==> config.mk <==
export PLATFORM = sky130hd
export DESIGN_NAME = joystick_deadband_stepper_rate_top
export DESIGN_NICKNAME = d
export VERILOG_FILES = /design/src/hdl/jdsr_pkg.sv /design/src/hdl/joystick_deadband_stepper_rate_top.sv /design/src/hdl/jdsr_accum.sv /design/src/hdl/jdsr_scale.sv /design/src/hdl/jdsr_decide.sv
export VERILOG_INCLUDE_DIRS = /design/src /design/src/hdl
export SDC_FILE = /design/constraint.sdc
export NUM_CORES = 1
export LEC_CHECK = 0
export BUFFER_PORTS_ARGS = -buffer_cell sky130_fd_sc_hd__buf_4
export CAP_MARGIN = 40
export CORE_AREA = 2 2 203 205
export CTS_CLUSTER_DIAMETER = 120
export CTS_CLUSTER_SIZE = 14
export DETAILED_ROUTE_END_ITERATION = 7
export DIE_AREA = 0 0 205 207
export PLACE_DENSITY = 0.67
export REMOVE_ABC_BUFFERS = 1
export SETUP_SLACK_MARGIN = 0.5
export SYNTH_ARGS = -nofsm -noshare
export SYNTH_HDL_FRONTEND = slang
export SYNTH_SLANG_ARGS = --single-unit
==> constraint.sdc <==
create_clock -name clk_i -period 10 [get_ports clk_i]
set_input_delay 0.5 -clock clk_i [delete_from_list [all_inputs] [get_ports clk_i]]
set_output_delay 0.5 -clock clk_i [all_outputs]
set_load 0.005 [all_outputs]
==> src/hdl/assert_macros.svh <==
// ----------------------------------------------------------------------------
// Assertion macros
// Concurrent checks clocked on clk_i and held off while rst_ni is low.
// ----------------------------------------------------------------------------
`ifndef ASSERT_MACROS_SVH
`define ASSERT_MACROS_SVH

// same-cycle implication
`define JDSR_ASSERT_IMPL(lbl, ante, cons, msg) \
  lbl: assert property (@(posedge clk_i) disable iff (!rst_ni) (ante) |-> (cons)) \
    else $error(msg);

// next-cycle implication
`define JDSR_ASSERT_NEXT(lbl, ante, cons, msg) \
  lbl: assert property (@(posedge clk_i) disable iff (!rst_ni) (ante) |=> (cons)) \
    else $error(msg);

`endif

==> src/hdl/jdsr_pkg.sv <==
// ----------------------------------------------------------------------------
// jdsr_pkg
// Widths, constants, types and helper functions shared by the joystick
// deadband stepper rate block.
// ----------------------------------------------------------------------------
package jdsr_pkg;

  localparam int SAMPLE_W   = 16;
  localparam int SUM_W      = 21;
  localparam int AVG_W      = 16;
  localparam int CENTER_W   = 16;
  localparam int HALF_W     = 10;
  localparam int RELOAD_W   = 8;
  localparam int QUOT_W     = 10;
  localparam int CFG_DATA_W = 16;
  localparam int CFG_IDX_W  = 1;
  localparam int CALC_W     = 16;

  localparam logic [CENTER_W-1:0] CENTER_RST = 16'd32768;
  localparam logic [HALF_W-1:0]   HALF_RST   = 10'd50;

  // avg / 100 as multiply by reciprocal: exact for all 16-bit averages
  localparam int                 DIV100_SHIFT = 23;
  localparam int                 DIV100_MUL_W = 17;
  localparam logic [DIV100_MUL_W-1:0] DIV100_MUL = 17'd83887;

  localparam logic [RELOAD_W-1:0]      RELOAD_MAX   = 8'd248;
  localparam logic signed [CALC_W-1:0] RELOAD_MAX_S = 16'sd248;
  localparam logic signed [CALC_W-1:0] RIGHT_OFFSET = 16'sd35;
  localparam logic signed [CALC_W-1:0] LEFT_OFFSET  = 16'sd235;

  typedef enum logic [CFG_IDX_W-1:0] {
    CFG_CENTER = 1'b0,
    CFG_HALF   = 1'b1
  } cfg_idx_e;

  typedef struct packed {
    logic [AVG_W-1:0] lo;
    logic [AVG_W-1:0] hi;
  } band_t;

  typedef struct packed {
    logic                run;
    logic                dir_right;
    logic [RELOAD_W-1:0] reload;
    logic [AVG_W-1:0]    avg;
  } result_t;

  // band edges around the centre, saturating at both ends
  function automatic band_t band_edges(input logic [CENTER_W-1:0] center,
                                       input logic [HALF_W-1:0]   half);
    band_t             b;
    logic [CENTER_W:0] hi_sum;
    hi_sum = {1'b0, center} + (CENTER_W + 1)'(half);
    b.lo   = (center > CENTER_W'(half)) ? center - CENTER_W'(half) : '0;
    b.hi   = hi_sum[CENTER_W] ? '1 : hi_sum[CENTER_W-1:0];
    return b;
  endfunction

  // out-of-range reload values go to the maximum
  function automatic logic [RELOAD_W-1:0] clamp_reload(input logic signed [CALC_W-1:0] v);
    if (v < 0 || v > RELOAD_MAX_S) begin
      return RELOAD_MAX;
    end
    return v[RELOAD_W-1:0];
  endfunction

endpackage

==> src/hdl/joystick_deadband_stepper_rate_top.sv <==
// Joystick deadband to stepper rate. Takes one sample word per cycle and
// sums BLOCK_LEN of them. The word that closes a block is registered at its
// accepting edge, and its result is presented at the end of the path. The path
// runs through the block register, the average multiply, the divide-by-100
// multiply and the result register, so results follow at most one per cycle.
// Words that do not close a block are always taken. A closing word waits
// only when the block register, both multiply stages and the result register
// are all full and the result word is not being taken.
// Write center_value (index 0) and deadband_half_width (index 1) only while
// no block result is outstanding.
`include "assert_macros.svh"
// ----------------------------------------------------------------------------
// joystick_deadband_stepper_rate_top
// Block averaging, deadband with start-up lock, and stepper reload output.
// ----------------------------------------------------------------------------
module joystick_deadband_stepper_rate_top #(
  parameter int BLOCK_LEN = 20
) (
  input  logic                             clk_i,
  input  logic                             rst_ni,
  input  logic                             cfg_we_i,
  input  logic [jdsr_pkg::CFG_IDX_W-1:0]   cfg_idx_i,
  input  logic [jdsr_pkg::CFG_DATA_W-1:0]  cfg_wdata_i,
  input  logic                             in_valid_i,
  output logic                             in_ready_o,
  input  logic [jdsr_pkg::SAMPLE_W-1:0]    sample_count_i,
  output logic                             out_valid_o,
  input  logic                             out_ready_i,
  output logic                             motor_run_o,
  output logic                             direction_right_o,
  output logic [jdsr_pkg::RELOAD_W-1:0]    rate_reload_o,
  output logic [jdsr_pkg::AVG_W-1:0]       average_value_o
);
  import jdsr_pkg::*;

  logic [CENTER_W-1:0] center_q;
  logic [HALF_W-1:0]   half_q;
  band_t               band;
  logic                sum_valid, sum_ready;
  logic [SUM_W-1:0]    block_sum;
  logic                quot_valid, quot_ready;
  logic [AVG_W-1:0]    avg;
  logic [QUOT_W-1:0]   quot;
  result_t             result;

  always_ff @(posedge clk_i or negedge rst_ni) begin
    if (!rst_ni) begin
      center_q <= CENTER_RST;
      half_q   <= HALF_RST;
    end else if (cfg_we_i) begin
      unique case (cfg_idx_e'(cfg_idx_i))
        CFG_CENTER: center_q <= cfg_wdata_i[CENTER_W-1:0];
        CFG_HALF:   half_q   <= cfg_wdata_i[HALF_W-1:0];
      endcase
    end
  end

  assign band = band_edges(center_q, half_q);

  jdsr_accum #(
    .BLOCK_LEN (BLOCK_LEN)
  ) u_accum (
    .clk_i          (clk_i),
    .rst_ni         (rst_ni),
    .in_valid_i     (in_valid_i),
    .in_ready_o     (in_ready_o),
    .sample_count_i (sample_count_i),
    .sum_valid_o    (sum_valid),
    .sum_ready_i    (sum_ready),
    .block_sum_o    (block_sum)
  );

  jdsr_scale #(
    .BLOCK_LEN (BLOCK_LEN)
  ) u_scale (
    .clk_i        (clk_i),
    .rst_ni       (rst_ni),
    .sum_valid_i  (sum_valid),
    .sum_ready_o  (sum_ready),
    .block_sum_i  (block_sum),
    .quot_valid_o (quot_valid),
    .quot_ready_i (quot_ready),
    .avg_o        (avg),
    .quot_o       (quot)
  );

  jdsr_decide u_decide (
    .clk_i        (clk_i),
    .rst_ni       (rst_ni),
    .quot_valid_i (quot_valid),
    .quot_ready_o (quot_ready),
    .avg_i        (avg),
    .quot_i       (quot),
    .band_i       (band),
    .out_valid_o  (out_valid_o),
    .out_ready_i  (out_ready_i),
    .result_o     (result)
  );

  assign motor_run_o       = result.run;
  assign direction_right_o = result.dir_right;
  assign rate_reload_o     = result.reload;
  assign average_value_o   = result.avg;

  `JDSR_ASSERT_IMPL(a_stop_zero_reload, out_valid_o && !motor_run_o, rate_reload_o == '0, "stopped word carries a reload")
  `JDSR_ASSERT_IMPL(a_run_reload_range, out_valid_o && motor_run_o, rate_reload_o != '0 && rate_reload_o <= RELOAD_MAX, "running reload out of range")
  `JDSR_ASSERT_IMPL(a_run_right_side, out_valid_o && motor_run_o && direction_right_o, average_value_o > band.hi, "right run without average above band")
  `JDSR_ASSERT_IMPL(a_run_left_side, out_valid_o && motor_run_o && !direction_right_o, average_value_o < band.lo, "left run without average below band")
  `JDSR_ASSERT_NEXT(a_out_fill, quot_valid && !out_valid_o, out_valid_o, "empty result register did not take waiting word")

endmodule

==> src/hdl/jdsr_accum.sv <==
// ----------------------------------------------------------------------------
// jdsr_accum
// Sums incoming samples in blocks and hands each finished block sum on
// through a one-word holding register.
// ----------------------------------------------------------------------------
module jdsr_accum #(
  parameter int BLOCK_LEN = 20
) (
  input  logic                         clk_i,
  input  logic                         rst_ni,
  input  logic                         in_valid_i,
  output logic                         in_ready_o,
  input  logic [jdsr_pkg::SAMPLE_W-1:0] sample_count_i,
  output logic                         sum_valid_o,
  input  logic                         sum_ready_i,
  output logic [jdsr_pkg::SUM_W-1:0]   block_sum_o
);
  import jdsr_pkg::*;

  localparam int CNT_W = (BLOCK_LEN > 1) ? $clog2(BLOCK_LEN) : 1;
  localparam logic [CNT_W-1:0] LAST_CNT = CNT_W'(BLOCK_LEN - 1);

  logic [CNT_W-1:0] cnt_q, cnt_d;
  logic [SUM_W-1:0] acc_q, acc_d;
  logic [SUM_W-1:0] sum_q;
  logic [SUM_W-1:0] sum_next;
  logic             vld_q, vld_d;
  logic             last, slot_free, take;

  assign sum_next  = acc_q + SUM_W'(sample_count_i);
  assign last      = (cnt_q == LAST_CNT);
  assign slot_free = !vld_q || sum_ready_i;
  // only the word that closes a block needs room downstream
  assign in_ready_o = !last || slot_free;
  assign take       = in_valid_i && in_ready_o;

  always_comb begin
    cnt_d = cnt_q;
    acc_d = acc_q;
    vld_d = vld_q;
    if (take) begin
      if (last) begin
        cnt_d = '0;
        acc_d = '0;
      end else begin
        cnt_d = cnt_q + 1'b1;
        acc_d = sum_next;
      end
    end
    if (slot_free) begin
      vld_d = take && last;
    end
  end

  always_ff @(posedge clk_i or negedge rst_ni) begin
    if (!rst_ni) begin
      cnt_q <= '0;
      acc_q <= '0;
      vld_q <= 1'b0;
    end else begin
      cnt_q <= cnt_d;
      acc_q <= acc_d;
      vld_q <= vld_d;
    end
  end

  always_ff @(posedge clk_i) begin
    if (take && last) begin
      sum_q <= sum_next;
    end
  end

  assign sum_valid_o = vld_q;
  assign block_sum_o = sum_q;

endmodule

==> src/hdl/jdsr_scale.sv <==
// ----------------------------------------------------------------------------
// jdsr_scale
// Two registered reciprocal multiplies: block sum to average, then
// average to average / 100.
// ----------------------------------------------------------------------------
module jdsr_scale #(
  parameter int BLOCK_LEN = 20
) (
  input  logic                         clk_i,
  input  logic                         rst_ni,
  input  logic                         sum_valid_i,
  output logic                         sum_ready_o,
  input  logic [jdsr_pkg::SUM_W-1:0]   block_sum_i,
  output logic                         quot_valid_o,
  input  logic                         quot_ready_i,
  output logic [jdsr_pkg::AVG_W-1:0]   avg_o,
  output logic [jdsr_pkg::QUOT_W-1:0]  quot_o
);
  import jdsr_pkg::*;

  // exact floor division of any SUM_W-bit value by BLOCK_LEN
  localparam int AVG_SHIFT = SUM_W + $clog2(BLOCK_LEN);
  localparam int AVG_MUL_W = SUM_W + 1;
  localparam logic [AVG_MUL_W-1:0] AVG_MUL =
    AVG_MUL_W'(((longint'(1) << AVG_SHIFT) + longint'(BLOCK_LEN) - 1) / longint'(BLOCK_LEN));
  localparam int AVG_PROD_W = SUM_W + AVG_MUL_W;
  localparam int QUOT_PROD_W = AVG_W + DIV100_MUL_W;

  logic [AVG_PROD_W-1:0]  avg_prod;
  logic [QUOT_PROD_W-1:0] quot_prod;
  logic [AVG_W-1:0]       avg_q;
  logic [AVG_W-1:0]       avg3_q;
  logic [QUOT_W-1:0]      quot_q;
  logic                   v2_q, v3_q;
  logic                   free2, free3;

  assign free3       = !v3_q || quot_ready_i;
  assign free2       = !v2_q || free3;
  assign sum_ready_o = free2;

  assign avg_prod  = AVG_PROD_W'(block_sum_i) * AVG_PROD_W'(AVG_MUL);
  assign quot_prod = QUOT_PROD_W'(avg_q) * QUOT_PROD_W'(DIV100_MUL);

  always_ff @(posedge clk_i or negedge rst_ni) begin
    if (!rst_ni) begin
      v2_q <= 1'b0;
      v3_q <= 1'b0;
    end else begin
      if (free2) begin
        v2_q <= sum_valid_i;
      end
      if (free3) begin
        v3_q <= v2_q;
      end
    end
  end

  always_ff @(posedge clk_i) begin
    if (free2 && sum_valid_i) begin
      avg_q <= avg_prod[AVG_SHIFT +: AVG_W];
    end
    if (free3 && v2_q) begin
      avg3_q <= avg_q;
      quot_q <= quot_prod[DIV100_SHIFT +: QUOT_W];
    end
  end

  assign quot_valid_o = v3_q;
  assign avg_o        = avg3_q;
  assign quot_o       = quot_q;

endmodule

==> src/hdl/jdsr_decide.sv <==
// ----------------------------------------------------------------------------
// jdsr_decide
// Deadband test, start-up lock, direction and reload selection, and the
// result register.
// ----------------------------------------------------------------------------
module jdsr_decide (
  input  logic                         clk_i,
  input  logic                         rst_ni,
  input  logic                         quot_valid_i,
  output logic                         quot_ready_o,
  input  logic [jdsr_pkg::AVG_W-1:0]   avg_i,
  input  logic [jdsr_pkg::QUOT_W-1:0]  quot_i,
  input  jdsr_pkg::band_t              band_i,
  output logic                         out_valid_o,
  input  logic                         out_ready_i,
  output jdsr_pkg::result_t            result_o
);
  import jdsr_pkg::*;

  logic                     lock_q, lock_d, lock_n;
  logic                     dir_q, dir_d, dir_n;
  logic                     ov_q;
  result_t                  res_q, res_d;
  logic                     free, take;
  logic                     run;
  logic [RELOAD_W-1:0]      reload;
  logic signed [CALC_W-1:0] q8, q4, right_val, left_val;

  assign free         = !ov_q || out_ready_i;
  assign quot_ready_o = free;
  assign take         = quot_valid_i && free;

  assign q8        = $signed({3'b000, quot_i, 3'b000});
  assign q4        = $signed({4'b0000, quot_i, 2'b00});
  assign right_val = q8 - RIGHT_OFFSET;
  assign left_val  = LEFT_OFFSET - q8 - q4;

  always_comb begin
    // unlock needs the average strictly inside the band
    lock_n = lock_q && !(avg_i > band_i.lo && avg_i < band_i.hi);
    dir_n  = dir_q;
    run    = 1'b0;
    reload = '0;
    if (!lock_n) begin
      priority if (avg_i < band_i.lo) begin
        reload = clamp_reload(left_val);
        dir_n  = 1'b0;
        run    = 1'b1;
      end else if (avg_i > band_i.hi) begin
        reload = clamp_reload(right_val);
        dir_n  = 1'b1;
        run    = 1'b1;
      end else begin
        run = 1'b0;
      end
    end
    lock_d = take ? lock_n : lock_q;
    dir_d  = take ? dir_n : dir_q;
    res_d.run       = run;
    res_d.dir_right = dir_n;
    res_d.reload    = reload;
    res_d.avg       = avg_i;
  end

  always_ff @(posedge clk_i or negedge rst_ni) begin
    if (!rst_ni) begin
      lock_q <= 1'b1;
      dir_q  <= 1'b1;
      ov_q   <= 1'b0;
    end else begin
      lock_q <= lock_d;
      dir_q  <= dir_d;
      if (free) begin
        ov_q <= quot_valid_i;
      end
    end
  end

  always_ff @(posedge clk_i) begin
    if (take) begin
      res_q <= res_d;
    end
  end

  assign out_valid_o = ov_q;
  assign result_o    = res_q;

endmodule
==> key figures <==
Timing
  – Setup TNS: 0 ps
  – Max Clk Rate: approximately 0.14 GHz
  – Clk_skew: 14.2 ps
  – Final period utilization: 0.692
  – RSZ-0062 raised after global routing: no
  – Final Slew Violations: 0
  – Final setup violation count: 0
  – Final setup margin: 3080 ps
  – Max-slew headroom: 0.425
  – Minimum clock period: roughly 6900 ps
  – Final hold vios: 0
  – Worst slew pin tran: around 860 ps

Clock network
  – Clock Tree Root: clkbuf_16
  – CTS H-Tree Depth: 4
  – CTS clock-pin slew for the worst setup and hold paths: about 70 ps
  – Hold_buf cts: 0
  – Max Root-Sink Buffers: 2
  – Num Clock Sinks: 147
  – Cts repair resizes: 0
  – Post-CTS setup buffers: 0
  – Num CTS Buffers: 17
  – CTS tree: built
  – Later-pin clock latency in the skew report: 490 ps

Worst setup path
  – Critical Path RT: between 10000 and 15000 ps
  – Worst-path cell chain: ha_1 -> xor2_1 -> ha_1 -> fa_1 -> fa_1 -> fa_1 -> fa_1 -> inv_1 -> fa_1 -> inv_1 -> ha_1 -> a211o_1 -> a211oi_1 -> o32a_1 -> a21oi_1 -> o31ai_1 -> a21oi_1 -> or4_1 -> nand4_1
  – Crit path depth: 19
  – CP max stage cell: fa_1
  – Worst setup SP type: flop
  – Cell mode on critical path: fa_1
  – Worst R2R Path Depth: 19
  – CP delay by family, top: adder cells
  – CP Buf/Inv Count: 2
  – Register-to-register setup slack: a little over 3000 ps
  – Crit-path max cell delay: between 500 and 600 ps
  – WP data arrival: 7260 ps
  – Crit Path Category: flop to flop
  – CP Max Fanout: 7
  – CP Capture Type: flop

Place
  – Placed cell count: between 2000 and 3000
  – Placer Congestion: approximately 0.94
  – Quantity of I/O buffers inserted on ports: 65
  – Worst slack at placement: roughly 3000 ps
  – Hpwl dp: between 30000 and 40000 um

GRT
  – Largest net degree at the start of global routing: slightly below 60
  – First-pass GRT wire length: 75000 um
  – Grt ovf: 0
  – Initial antenna violation count: 0
  – GRT Total Usage: 0.229
  – Vias in the first global route: about 15000

Cells and area
  – Ant diodes: 0
  – Fraction of layout cells with a size suffix above 1: 0.0724
  – Area Overhead vs Synth: 8.45%
  – Post-route insts no fill: about 2600
  – Core Util, Final: 0.548
  – Fillers: about 3600
  – Nets@finish: ~2700

Run status
  – Status: complete, no violations

Route
  – DRT Wirelength: 45500 um
  – Initial DRC Count: 611
  – Via count: about 14000
  – Wirelength per Cell: 17.7 um
  – DR pass1 iterations: 5
  – Via-per-instance ratio: between 5 and 6
  – ANT nets after route: 0
  – Post-route DRC violation count: 0

Flow run
  – Max-capacitance violation count: 0

Yosys
  – Synth Instances: about 2000
  – Post-Syn Area: just over 20000 um^2
  – Yosys warns: 0
  – Top cell type by total area after synthesis: ha_1
  – FFs w/ async S/R, synth: 0.395
  – Average size of a mapped cell: roughly 10 um^2
  – Post-synthesis sequential area ratio: 0.203
  – Ranking of synthesized cells by area: ha_1, fa_1, edfxtp_1
  – Main flop type after synthesis: edfxtp_1
  – Synthesized flop and latch total: 147
  – Share of the synthesized area in the top cell type: 0.257
  – Post-synth cell types: 70
  – Number of flops mapped to enable cells by yosys: 89

Floorplanning
  – Cell row count: between 70 and 80
  – Die width: 205 um
  – Initial core utilization: 0.505
  – Core area: slightly above 40000 um^2
  – DIE AREA: 42400 um^2
  – Die Y-Extent: between 200 and 250 um
  – Io pins: 66

Worst hold path
  – Hold crit path type: input port to async pin
registers in the layout, summed over array words and instances (netlist names):
signal / flops
u_decide.dir_q: 1
u_accum.cnt_q: 5
u_scale.avg_q: 16
u_scale.avg_o: 16
u_decide.out_valid_o: 1
u_scale.v2_q: 1
half_q: 10
u_decide.result_o: 26
u_decide.lock_q: 1
u_scale.quot_o: 10
u_accum.sum_valid_o: 1
u_scale.quot_valid_o: 1
u_accum.block_sum_o: 21
center_q: 16
u_accum.acc_q: 21
path summary, 6_finish.rpt:
check                                                  from                            end
min in group clk_i                          cfg_wdata_i[11]       center_q[11]$_DFFE_PN0P_
max in group asynchronous                            rst_ni  u_accum.acc_q[11]$_DFFE_PN0P_
hold reg to reg                u_accum.acc_q[7]$_DFFE_PN0P_   u_accum.acc_q[7]$_DFFE_PN0P_
hold / removal                                       rst_ni       center_q[14]$_DFFE_PN0P_
setup / recovery           u_accum.block_sum_o[2]$_DFFE_PP_    u_scale.avg_q[15]$_DFFE_PP_
setup reg to reg           u_accum.block_sum_o[2]$_DFFE_PP_    u_scale.avg_q[15]$_DFFE_PP_
cells in the mapped netlist, types with 7 or more instances:
library cell  count
nand3_1          30
fa_1            236
a22o_1           16
o21bai_1          7
a21oi_1          71
nor2_1           71
or2_2             7
and3_1           10
o21a_1           15
mux2_2           24
ha_1            418
a211oi_1         13
dfrtp_1          52
nand4_1          23
mux2i_1           7
nor2b_1          15
nor3_1           25
a31oi_1          13
a21o_1           45
nand2_1          72
inv_1           418
nand2b_1         21
edfxtp_1         89
clkbuf_1         21
and2_1           19
o21ai_0          55
xor2_1           45
xnor2_1          49
cell families (layout without fill, tap and decap cells):
family | Yosys count | in the layout | share of synthesized area
and+or+nand+nor | 314 | 314 | 0.0769
xor gates and xnor gates | 95 | 95 | 0.0412
adders and majority gates | 654 | 654 | 0.488
buffers and inverters | 442 | 519 | 0.0818
muxes | 31 | 31 | 0.0167
DFF | 147 | 147 | 0.203
AOI/OAI and AO/OA | 284 | 284 | 0.0924
layer usage:
metal / vias up / global-route usage / share of wire
li1: 6716 / - / -
met1: 6740 / 0.309 / 0.45
met2: 276 / 0.367 / 0.47
met3: 68 / 0.0409 / 0.046
met4: 0 / 0.0858 / 0.029
met5: - / 0 / 0
placed cells by master, fill, tap and decap left out, types with 52 or more instances in the layout:
cell type / Yosys / layout
dfrtp_1: 52 / 52
edfxtp_1: 89 / 89
buf_4: 0 / 67
o21ai_0: 55 / 55
nand2_1: 72 / 72
inv_1: 418 / 418
a21oi_1: 71 / 71
nor2_1: 71 / 70
ha_1: 418 / 418
fa_1: 236 / 236
stage by stage:
step	cell area (um^2)	hold WS, ps
2_1_floorplan	20300	204
3_3_place_gp	21500	474
3_5_place_dp	21500	494
4_1_cts	22100	122
5_1_grt	22100	174
6_report	22100	111
cell type report:
cell class / count / area (um^2) / area share
multi-input cells: 1378 / 14600 / 0.660
flip-flops and latches: 147 / 4130 / 0.187
inverters: 418 / 1570 / 0.0710
well taps: 532 / 666 / 0.0301
repair buffers: 69 / 546 / 0.0247
clock buffers: 18 / 439 / 0.0199
clock inverters: 14 / 169 / 0.00764
Power is left out: the tool's default activity adds up to more than one toggle a clock period on the data nets, which glitch-free logic cannot reach.
